[config.mk]
export PLATFORM = sky130hd
export DESIGN_NAME = packed_csr_row_decompressor
export DESIGN_NICKNAME = d
export VERILOG_FILES = /design/src/rtl/core/pcsr_pkg.sv /design/src/rtl/core/packed_csr_row_decompressor.sv
export SDC_FILE = /design/constraint.sdc
export NUM_CORES = 1
export LEC_CHECK = 0
export BUFFER_PORTS_ARGS = -buffer_cell sky130_fd_sc_hd__buf_2
export CORE_MARGIN = 8
export CORE_UTILIZATION = 50
export CTS_CLUSTER_DIAMETER = 50
export DETAILED_ROUTE_END_ITERATION = 10
export PLACE_DENSITY = 0.8
export REMOVE_ABC_BUFFERS = 1
export SLEW_MARGIN = 10
export SYNTH_ARGS = -nofsm -noshare
export SYNTH_HDL_FRONTEND = slang
export SYNTH_SLANG_ARGS = --single-unit
[constraint.sdc]
create_clock -name clk -period 10 [get_ports clk]
set_clock_uncertainty 0.1 [all_clocks]
set_input_delay 1.5 -clock clk [delete_from_list [all_inputs] [get_ports clk]]
set_output_delay 1.5 -clock clk [all_outputs]
set_load 0.01 [all_outputs]
[src/rtl/core/pcsr_pkg.sv]
// shared constants and helpers for the packed csr row decompressor
`timescale 1ns / 1ps
package pcsr_pkg;

    localparam int GROUP_SIZE = 16;
    localparam int GAP_BITS   = 4;
    localparam int COL_W      = 14;
    localparam int ADDR_W     = 25;

    localparam logic [0:0] REG_ROW_STRIDE  = 1'd0;
    localparam logic [0:0] REG_DEST_OFFSET = 1'd1;

    localparam logic [COL_W-1:0] COL_SAT = 14'd8191;

    // exact fp16 to fp32, subnormals normalized by a priority search over 10 bits
    function automatic logic [31:0] half_to_single(input logic [15:0] h);
        logic [4:0] e;
        logic [9:0] m;
        logic [9:0] mn;
        logic [7:0] se;
        logic [22:0] sm;
        logic [3:0] s;
        e = h[14:10];
        m = h[9:0];
        se = 8'd0;
        sm = 23'd0;
        s = 4'd0;
        mn = 10'd0;
        if (e == 5'd0) begin
            if (m != 10'd0) begin
                for (int i = 0; i < 10; i++) begin
                    if (m[i])
                        s = 4'(10 - i);
                end
                mn = m << s;
                se = 8'd113 - {4'd0, s};
                sm = {mn, 13'd0};
            end
        end else if (e == 5'd31) begin
            se = 8'd255;
            sm = {m, 13'd0};
            if (m != 10'd0)
                sm[22] = 1'b1;
        end else begin
            se = {3'd0, e} + 8'd112;
            sm = {m, 13'd0};
        end
        return {h[15], se, sm};
    endfunction

endpackage

[src/rtl/core/packed_csr_row_decompressor.sv]
// packed csr group to dense fp32 write sequencer
//
// channel | dir | fields
// s_axis  | in  | tdata: vals, gaps, valid_count, row ; tuser: row_start
// m_axis  | out | tdata: address, value_f32, column ; tuser: column_error ; tlast: last
// cfg     | in  | cfg_we, cfg_index, cfg_data
//
// a group is accepted in idle, then passes the load state and the run state, which
// emits one word per valid element; an empty group is accepted without leaving idle.
// the single column adder / stride compare steps once per output word.
// row*row_stride is formed once per group in the load cycle.
// reset clears the running column to minus one and the stride to one.
// a stalled output word holds the sequencer; s_axis_tready is low while busy.
`timescale 1ns / 1ps
module packed_csr_row_decompressor
    import pcsr_pkg::*;
(
    input  logic         clk,
    input  logic         rst_n,
    input  logic         s_axis_tvalid,
    output logic         s_axis_tready,
    // vals_0_3, vals_4_7, vals_8_11, vals_12_15, gaps_low_word, gaps_high_word,
    // valid_count, row, zero fill
    input  logic [343:0] s_axis_tdata,
    // row_start
    input  logic [0:0]   s_axis_tuser,
    output logic         m_axis_tvalid,
    input  logic         m_axis_tready,
    // address, value_f32, column, zero fill
    output logic [71:0]  m_axis_tdata,
    // column_error
    output logic [0:0]   m_axis_tuser,
    output logic         m_axis_tlast,
    input  logic         cfg_we,
    input  logic [0:0]   cfg_index,
    input  logic [19:0]  cfg_data
);

    localparam logic [1:0] ST_IDLE = 2'd0;
    localparam logic [1:0] ST_LOAD = 2'd1;
    localparam logic [1:0] ST_RUN  = 2'd2;

    logic [1:0]       state_reg, state_next;
    logic [12:0]      stride_reg;
    logic [19:0]      offset_reg;
    logic [COL_W-1:0] col_reg, col_next;
    logic [255:0]     vals_reg;
    logic [63:0]      gaps_reg;
    logic [4:0]       count_reg;
    logic [11:0]      row_reg;
    logic [3:0]       idx_reg;
    logic [ADDR_W-1:0] base_reg;
    logic             ovalid_reg;
    logic [71:0]      odata_reg;
    logic             oerr_reg, olast_reg;

    logic [4:0]  cnt_in;
    logic [3:0]  gap;
    logic [14:0] sum;
    logic        err;
    logic        out_free;
    logic [ADDR_W-1:0] addr;

    assign s_axis_tready = (state_reg == ST_IDLE);
    assign out_free = !ovalid_reg || m_axis_tready;
    assign cnt_in = (s_axis_tdata[324:320] > 5'd16) ? 5'd16 : s_axis_tdata[324:320];

    assign gap = gaps_reg[idx_reg*GAP_BITS +: GAP_BITS];
    assign sum = {col_reg[COL_W-1], col_reg} + {11'd0, gap} + 15'd1;
    always_comb
    begin
        if (!sum[14] && sum[13:0] > COL_SAT)
            col_next = COL_SAT;
        else
            col_next = sum[13:0];
    end
    assign err  = {6'd0, col_next} >= {7'd0, stride_reg} || col_next[COL_W-1];
    assign addr = base_reg + {11'd0, col_next};

    always_ff @(posedge clk or negedge rst_n)
    begin
        if (!rst_n)
        begin
            state_reg  <= ST_IDLE;
            stride_reg <= 13'd1;
            offset_reg <= 20'd0;
            col_reg    <= '1;
            ovalid_reg <= 1'b0;
        end
        else
        begin
            state_reg <= state_next;
            if (cfg_we)
            begin
                if (cfg_index == REG_ROW_STRIDE)
                    stride_reg <= cfg_data[12:0];
                else
                    offset_reg <= cfg_data;
            end
            if (ovalid_reg && m_axis_tready)
                ovalid_reg <= 1'b0;
            if (s_axis_tvalid && s_axis_tready && s_axis_tuser[0])
                col_reg <= '1;
            if (state_reg == ST_RUN && out_free)
            begin
                col_reg    <= col_next;
                ovalid_reg <= 1'b1;
            end
        end
    end

    always_ff @(posedge clk)
    begin
        if (s_axis_tvalid && s_axis_tready)
        begin
            vals_reg  <= s_axis_tdata[255:0];
            gaps_reg  <= s_axis_tdata[319:256];
            count_reg <= cnt_in;
            row_reg   <= s_axis_tdata[336:325];
            idx_reg   <= 4'd0;
        end
        if (state_reg == ST_LOAD)
            base_reg <= ADDR_W'({5'd0, offset_reg}
                                + {13'd0, row_reg} * {12'd0, stride_reg});
        if (state_reg == ST_RUN && out_free)
        begin
            odata_reg <= {3'd0, err ? 12'd0 : col_next[11:0],
                          half_to_single(vals_reg[idx_reg*16 +: 16]),
                          err ? {ADDR_W{1'b0}} : addr};
            oerr_reg  <= err;
            olast_reg <= ({1'b0, idx_reg} + 5'd1 == count_reg);
            idx_reg   <= idx_reg + 4'd1;
        end
    end

    always_comb
    begin
        state_next = state_reg;
        case (state_reg)
            ST_IDLE:
                if (s_axis_tvalid)
                    state_next = (cnt_in == 5'd0) ? ST_IDLE : ST_LOAD;
            ST_LOAD:
                state_next = ST_RUN;
            ST_RUN:
                if (out_free && ({1'b0, idx_reg} + 5'd1 == count_reg))
                    state_next = ST_IDLE;
            default:
                state_next = ST_IDLE;
        endcase
    end

    assign m_axis_tvalid = ovalid_reg;
    assign m_axis_tdata  = odata_reg;
    assign m_axis_tuser  = oerr_reg;
    assign m_axis_tlast  = olast_reg;

endmodule
# --- After elaboration in Yosys (flattened, before gate mapping) ---
# Index checks and enable logic that the tools add are counted.
totals:
  register_bits: 487
  word_cells: 89
  in_bits: 371
  out_inout_bits: 76
classes:
  bitwise_logic: 1
  n_reduce_logical: 20
  n_mul: 1
  order_cmp: 3
  n_shift: 3
  muxes: 32
  eq_ne: 6
  add_sub_neg: 8
ops:
  columns: ["operator", "n"]
  rows:
  - ["$shiftx A256 B9 Y16", 1]
  - ["$mux W23", 3]
  - ["$shiftx A64 B7 Y4", 1]
  - ["$mux W4", 15]
  - ["$mux W14", 3]
  - ["$add A20 B25 Y25", 1]
  - ["$add A25 B14 Y25", 1]
  - ["$mul A12 B13 Y25", 1]
  - ["$mux W8", 3]
  - ["$add A14 B5 Y15", 1]
  - ["$add A15 B1 Y15 const B", 1]
  - ["$ge A14 B13 Y1", 1]
  - ["$gt A14 B13 Y1 const B", 1]
  - ["$logic_not A5 Y1", 2]
  - ["$reduce_bool A10 Y1", 1]
  - ["$shl A10 B4 Y10", 1]
  - ["$add A5 B7 Y8 const B", 1]
  - ["$sub A7 B4 Y8 const A", 1]
  - ["$logic_and A1 B1 Y1", 6]
  - ["$pmux W2 S3", 1]
  - ["$reduce_and A2 Y1", 3]
  - ["$reduce_bool A2 Y1", 3]
  - ["$add A4 B1 Y5 const B", 1]
  - ["$eq A5 B5 Y1", 1]
  - ["other kinds (14)", 20]

# --- Logic depth before layout (Yosys ltp) ---
# Gate-level depths: netlist (run 1).
depth:
  word_depth: 17
  ltp_mapped: 34

# --- Least setup slack after synthesis (run 1) ---
# OpenSTA, ideal clock, no wires.
synth_timing:
  path_kind: "input-to-reg"
  start: "input s_axis_tvalid"
  end: "register col_reg[10]"
  stages: 6
  slack_ps: 550
  t_arrival_ps: 9254
  t_required_ps: 9804
  path_buffers: 1
  path_cell_list: "nand2_1 -> inv_1 -> a21o_1 -> clkbuf_1 -> nor2_1 -> a21oi_1"
synth_between:
  elab_chain_len: 3
synth_rtl:
  columns: ["element", "line", "text"]
  rows:
  - ["from (decl)", "packed_csr_row_decompressor.sv:20", "input logic s_axis_tvalid,"]
  - ["$logic_and A1 B1 Y1 (2 in a row)", "packed_csr_row_decompressor.sv:102", "if (s_axis_tvalid && s_axis_tready && s_axis_tuser[0])"]
  - ["$reduce_bool A2 Y1 (no source line)", null, null]
  - ["to (signal assigned)", "packed_csr_row_decompressor.sv:106", "col_reg <= col_next;"]
  - ["to (decl)", "packed_csr_row_decompressor.sv:46", "logic [COL_W-1:0] col_reg, col_next;"]
# Every way passes these cells.
# A chain may end at the register's enable or synchronous reset.

# --- Final worst setup path (run 1) ---
layout_timing:
  start: "register idx_reg[3]"
  end: "register odata_reg[18] (netlist: m_axis_tdata[18]) (data pin)"
layout_between:
  elab_chain_len: 8
layout_rtl:
  columns: ["element", "line", "text"]
  rows:
  - ["from (decl)", "packed_csr_row_decompressor.sv:51", "logic [3:0] idx_reg;"]
  - ["from (signal assigned)", "packed_csr_row_decompressor.sv:132", "idx_reg <= idx_reg + 4'd1;"]
  - ["$shiftx A64 B7 Y4 *", "packed_csr_row_decompressor.sv:68", "assign gap = gaps_reg[idx_reg*GAP_BITS +: GAP_BITS];"]
  - ["$add A14 B5 Y15 *", "packed_csr_row_decompressor.sv:69", "assign sum = {col_reg[COL_W-1], col_reg} + {11'd0, gap} + 15'd1;"]
  - ["$add A15 B1 Y15 *", "packed_csr_row_decompressor.sv:69", null]
  - ["$gt A14 B13 Y1 or $logic_not A1 Y1 (tied branches)", "packed_csr_row_decompressor.sv:72", "if (!sum[14] && sum[13:0] > COL_SAT)"]
  - ["$logic_and A1 B1 Y1", "packed_csr_row_decompressor.sv:72", null]
  - ["$mux W14 *", "packed_csr_row_decompressor.sv:72", null]
  - ["parallel branches: the longest is 2 deep, another holds $add A25 B14 Y25", null, null]
  - ["to (signal assigned)", "packed_csr_row_decompressor.sv:127", "odata_reg <= {3'd0, err ? 12'd0 : col_next[11:0],"]
  - ["to (decl)", "packed_csr_row_decompressor.sv:54", "logic [71:0] odata_reg;"]
# Every way passes the cells marked *.

==> results.txt, run 1 <==
Max reg flops = 256
Num ports = 447
Worst Max-Slew Pin Slew = 1.15 ns
Critical Path Start Type = flop
Seq/Total Area, Yosys = 0.550
Via count = 16,400
Final worst path period share = 0.766
RSZ-0062 raised after global routing = false
Max-Cap Viols = 0
Synth-to-layout area growth = 17.2%
Synth area leaders = edfxtp_1, fa_1, mux4_2
Avg Cell Area, Syn = 14.0 um2
Maximum clock insertion buffer count = 3
Worst-path clk slew = 0.06 ns
Top-area cell type share of the netlist area = 0.500
Layout cells sized above 1 = 0.293
Core area = 50,200 um2
WL/cell = 22.7 um
Worst Setup SP = idx_reg[3]
Die area = 58,300 um2
Final count of negative-setup-slack endpoints = 0
VDD IR max = 0.000352 V
ANT nets after route = 0
I/O Buffers = 423
Gate count of the mapped netlist = 1,815
Clock sinks = 473
Worst path required time = 10.24 ns
Vias/cell = 5.57
Cell Chain, Critical Path = inv_1 > buf_4 > mux4_2 > ha_1 > nor2b_1 > o21ai_0 > a21boi_0 > o21ai_0 > nand3_1 > o21ai_0 > nand2_1 > inv_1 > nor2_1 > fa_1 > nand3b_1 > a21boi_0 > o21ai_0 > a2111oi_0 > o31a_1 > o311ai_0 > a21oi_1 > nand3_1 > xor2_1 > nor2_1
Worst setup path endpoint = m_axis_tdata[18]
First drt pass iteration count = 5
Crit path top cell by count = o21ai_0
Total track usage = 0.228
Clk root buf = clkbuf_16
Compound-Gate Fraction of Synth Area = 0.0508
Die Ht = 241 um
Cts bufs inserted = 50
GPL Wtd Cong = 0.887
H-tree depth = 2
R2r endpoint = m_axis_tdata[18]
Post-CTS Hold Buffers = 0
CTS tree = done
Post-synthesis cell area = 25,400 um2
CP peak stage delay = 0.72 ns
CP Capture Type = flop
Reg2reg setup slack = 2.34 ns
CP Data Arrival Time = 7.90 ns
Crit-path slowest cell = a2111oi_0
Yosys Warn Count = 0
Mux cell area share after synthesis = 0.0986
Number of synthesized flops with an enable pin = 423
Clk_lat worst skew = 0.60 ns
Simple-Gate Fraction of Synth Area = 0.0794
Fmax = 131 MHz
Pwr Density = 417 nW/um2
Critical Setup Path Class = reg2reg
Initial antenna violation count = 14
Vias in the first global route = 17,700
Fillers = 3,709
Die X = 241 um
Tot Pwr = 12.4 mW
Endpoints failing hold = 0
Fin nets = 2,836
Xor-xnor portion of the synthesized cell area = 0.0203
Starting Density = 0.506
Post-cts resize count = 0
Most used DFF post-synth = edfxtp_1
Leakage = 12.2 nW
Largest family of logic cells by synthesized area = adder cells
Max_slew headroom = 0.229
Cell taking the most area after synthesis = edfxtp_1
Postcts setup bufs = 0
Synth Area in Adders = 0.154
Distinct cell type count after synthesis = 72
R2R depth = 24
Fraction of registers with async set or reset after synthesis = 0.106
Outcome = finished clean
R2r startpoint = idx_reg[3]
Remaining global-route overflow = 0
Max Slew Vio Count = 0
Drt drc = 0
Largest net degree at the start of global routing = 143
Drt initial violations = 1,316
Row Count = 82
First-pass GRT wire length = 102,000 um
Register bit total from synthesis = 473
Total routed wirelength = 67,000 um
Setup TNS = 0 ns
Worst Path Max Fanout = 22
Post-DP HPWL = 51,900 um
Class of the worst hold path = reg2reg
Crit path time final = 7.66 ns
[critical path, delay by kind of cell, from the launching register on]
kind            cells  cell delay, ns
flops               1            0.70
buf+inv             3            1.08
simple gates        7            1.02
xor+xnor            1            0.16
fa+ha+maj           2            0.75
compound gates     10            2.95
mux                 1            0.65
[how the worst min path moves through the flow]
stage               cells after the start            from        endpoint  slack [ns]
floorplan                               1  offset_reg[14]  offset_reg[14]        0.38
global placement                        2      col_reg[0]      col_reg[0]        0.39
detailed placement                      2      col_reg[0]      col_reg[0]        0.40
CTS                                     2      col_reg[0]      col_reg[0]        0.41
global route                            1  offset_reg[14]  offset_reg[14]        0.42
finish                                  1  offset_reg[14]  offset_reg[14]        0.41
[final cells by class]
type,instances,area (um2),share of cell area
repair buffers,440,2260,0.0758
clock buffers,55,1270,0.0427
clock inverters,35,393,0.0132
inverters,192,729,0.0245
diodes,7,17.5,0.000588
flip-flops and latches,473,14000,0.469
well taps,672,841,0.0282
multi-input cells,1075,10300,0.346
[cells in the mapped netlist, drive strengths merged (27+ instances only)]
master / count
dfrtp: 35
edfxtp: 423
and2: 54
fa: 131
a21oi: 50
inv: 192
xnor2: 32
nor2: 90
ha: 102
o21ai: 48
mux4: 82
buf: 45
clkbuf: 45
xor2: 27
mux2i: 32
mux2: 30
nand2: 167
[stage by stage]
stage,std cells,instance area [um2],util,setup WS [ns],hold WS [ns]
after floorplan,1740,25000,-,0.702,0.379
final,2949,29800,0.593,2.34,0.408
after global routing,2947,29800,0.593,1.76,0.420
after global placement,2852,28100,0.560,2.64,0.391
after detailed placement,2852,28100,0.560,2.49,0.396
after CTS,2942,29800,0.593,2.44,0.409
[placed cells by master (no fill, tap or decap), drive strengths merged, types with 5 or more instances in the layout]
| cell | instances |
|---|---|
| nor3 | 13 |
| a21oi | 50 |
| o211ai | 5 |
| buf | 440 |
| a21o | 17 |
| nand2 | 167 |
| a22oi | 10 |
| nand2b | 12 |
| fa | 131 |
| o21bai | 8 |
| dfrtp | 35 |
| xor2 | 27 |
| edfxtp | 423 |
| a21boi | 5 |
| and2 | 54 |
| or2 | 6 |
| bufinv | 5 |
| o21ai | 48 |
| a31oi | 6 |
| dfstp | 15 |
| mux2i | 32 |
| nor2 | 90 |
| or3 | 5 |
| inv | 198 |
| diode | 7 |
| mux4 | 82 |
| xnor2 | 32 |
| clkbuf | 55 |
| nand3 | 26 |
| and3 | 10 |
| a211oi | 7 |
| conb | 16 |
| mux2 | 30 |
| ha | 102 |
| nor2b | 22 |
| clkinv | 20 |
| o21a | 7 |
[metal layers]
layer,vias up,share of wire,GRT usage
met4,6,0.037,0.0798
met1,8191,0.36,0.272
li1,7270,-,-
met3,155,0.083,0.0545
met2,802,0.52,0.402
met5,-,0.00060,0
[report_power, final]
part	switching (mW)	internal [mW]	leakage [nW]
Clock	0.800	1.06	0.805
Sequential	0.282	3.04	4.55
Combinational	4.10	3.11	6.89
Total	5.19	7.21	12.2
[kinds of logic after synthesis]
kind of cell               Yosys count
and+or+nand+nor                    424
adders and majority gates          233
DFF                                473
muxes                              144
xor gates and xnor gates            59
other                                1
buffers and inverters              282
AOI/OAI and AO/OA                  199
Power figures use the tool's default switching activity.
==> run 2: changes to the inputs <==
PLACE_DENSITY = 0.82   (was 0.8)
clock period = 6.8 ns   (was 10 ns; I/O delays follow)
==> run 2 against run 1 <==
Compared with the run above: final cell count is 1.3% higher; critical path depth is 5 higher; sequential cell count stayed put; maximum frequency is 20% higher; register-to-register slack worse by 1.9 ns; combinational power is 53% higher; worst setup slack worse by 1.9 ns; clock-buffer cell count is 10 higher; critical endpoint is now m_axis_tdata[23].
==> results.txt, run 2 (same netlist as run 1, synthesis figures left out) <==
Outcome = finished clean
Pwr Density = 620 nW/um2
Max-Cap Viols = 0
First drt pass iteration count = 7
Max_slew headroom = 0.223
H-tree depth = 2
Vias/cell = 5.57
Post-DP HPWL = 52,500 um
Die X = 241 um
Remaining global-route overflow = 0
R2R depth = 29
Row Count = 82
Drt drc = 0
CP Capture Type = flop
Maximum clock insertion buffer count = 3
Die Ht = 241 um
Worst-path clk slew = 0.06 ns
Setup TNS = 0 ns
Worst Hold End = col_reg[0]
Core area = 50,200 um2
CP peak stage delay = 0.53 ns
Worst path required time = 7.04 ns
VDD IR max = 0.000755 V
Fin nets = 2,869
Worst Path Max Fanout = 17
Synth-to-layout area growth = 18.7%
Final worst path period share = 0.941
Finished Layout Cells = 2,988
CP Data Arrival Time = 6.64 ns
Worst Max-Slew Pin Slew = 1.16 ns
Class of the worst hold path = reg2reg
Final instance area = 30,100 um2
First-pass GRT wire length = 103,000 um
Final Util = 0.601
Total track usage = 0.231
Drt initial violations = 1,364
R2r endpoint = m_axis_tdata[23]
Starting Density = 0.506
ANT nets after route = 0
Vias in the first global route = 17,700
Hold Crit Start = col_reg[0]
Final count of negative-setup-slack endpoints = 0
Clk_lat worst skew = 0.62 ns
Max Slew Vio Count = 0
Most frequent cells in the layout = edfxtp_1, buf_2, inv_1
Cts bufs inserted = 53
Endpoints failing hold = 0
Clk root buf = clkbuf_16
WL/cell = 22.9 um
Placed Cells = 2,875
Initial antenna violation count = 11
Max reg flops = 256
Critical Path Start Type = flop
Critical Setup Path Class = reg2reg
Fmax = 156 MHz
Via count = 16,600
CTS tree = done
GPL Wtd Cong = 0.932
Crit-path slowest cell = mux4_2
Clock sinks = 473
Dpl cell area = 28,300 um2
RSZ-0062 raised after global routing = false
Total routed wirelength = 68,500 um
Die area = 58,300 um2
Crit path time final = 6.40 ns
Num ports = 447
Reg2reg setup slack = 0.40 ns
R2r startpoint = idx_reg[0]
Post-CTS Hold Buffers = 0
Largest net degree at the start of global routing = 150
Leakage = 12.4 nW
Hold Slack = 0.401 ns
I/O Buffers = 423
Layout cells sized above 1 = 0.305
Hold Path Cell Cnt = 2
[run 2: changes by cell type in the layout (fill, tap and decap cells not counted), moves of 3 or more]
cell | before | now
buf_4 | 16 | 44
clkbuf_16 | 50 | 53
diode_2 | 7 | 10
o21ai_0 | 45 | 42
clkbuf_8 | 0 | 3
clkbuf_1 | 5 | 9
[run 2: timing repair]
| action | 4_1_cts | 5_1_grt |
|---|---|---|
| endpoints found under the setup margin | 5 | 17 |
| gates resized for setup | 1 | 10 |
| setup buffers | 0 | 7 |
[run 2: final cells by class]
class | instances | area (um2)
fillers | 3658 | 20000
flip-flops and latches | 473 | 14000
multi-input cells | 1075 | 10300
repair buffers | 470 | 2510
clock buffers | 65 | 1400
well taps | 672 | 841
inverters | 192 | 729
clock inverters | 31 | 344
diodes | 10 | 25.0
[run 2: worst max-delay path, delay by kind of cell (launching register included)]
kind | cells | cell delay, ns
DFF | 1 | 0.37
buffers and inverters | 6 | 0.68
adders and majority gates | 3 | 0.86
muxes | 2 | 1.05
AOI/OAI and AO/OA | 9 | 2.00
and+or+nand+nor | 8 | 0.91
xor gates and xnor gates | 1 | 0.16
[run 2: per-stage QoR]
stage	worst slack, ns	power, mW
after floorplan	-2.02	12.9
after global placement	0.153	15.3
after detailed placement	-0.00269	15.7
after CTS	0.00304	18.6
after global routing	0.0289	20.1
final	0.398	18.7
[run 2: per-layer routing]
metal | vias up | global-route usage | wire (um)
met3 | 148 | 0.0535 | 5780
met1 | 8252 | 0.273 | 24500
met5 | - | 0 | 57
li1 | 7350 | - | -
met2 | 881 | 0.413 | 35700
met4 | 8 | 0.0762 | 2490
[run 2: power by group]
group	total, mW	leakage [nW]	internal, mW	switching (mW)
combinational	11.0	7.05	4.74	6.30
clock	2.83	0.845	1.61	1.22
sequential	4.83	4.54	4.48	0.357
[run 2: worst max path at each step]
stage | startpoint | endpoint | depth (start not counted)
2_1_floorplan | s_axis_tvalid | col_reg[0] | 5
3_3_place_gp | idx_reg[0] | m_axis_tdata[24] | 26
3_5_place_dp | idx_reg[0] | m_axis_tdata[20] | 26
4_1_cts | idx_reg[0] | m_axis_tdata[20] | 26
5_1_grt | idx_reg[0] | m_axis_tdata[23] | 29
6_report | idx_reg[0] | m_axis_tdata[23] | 29
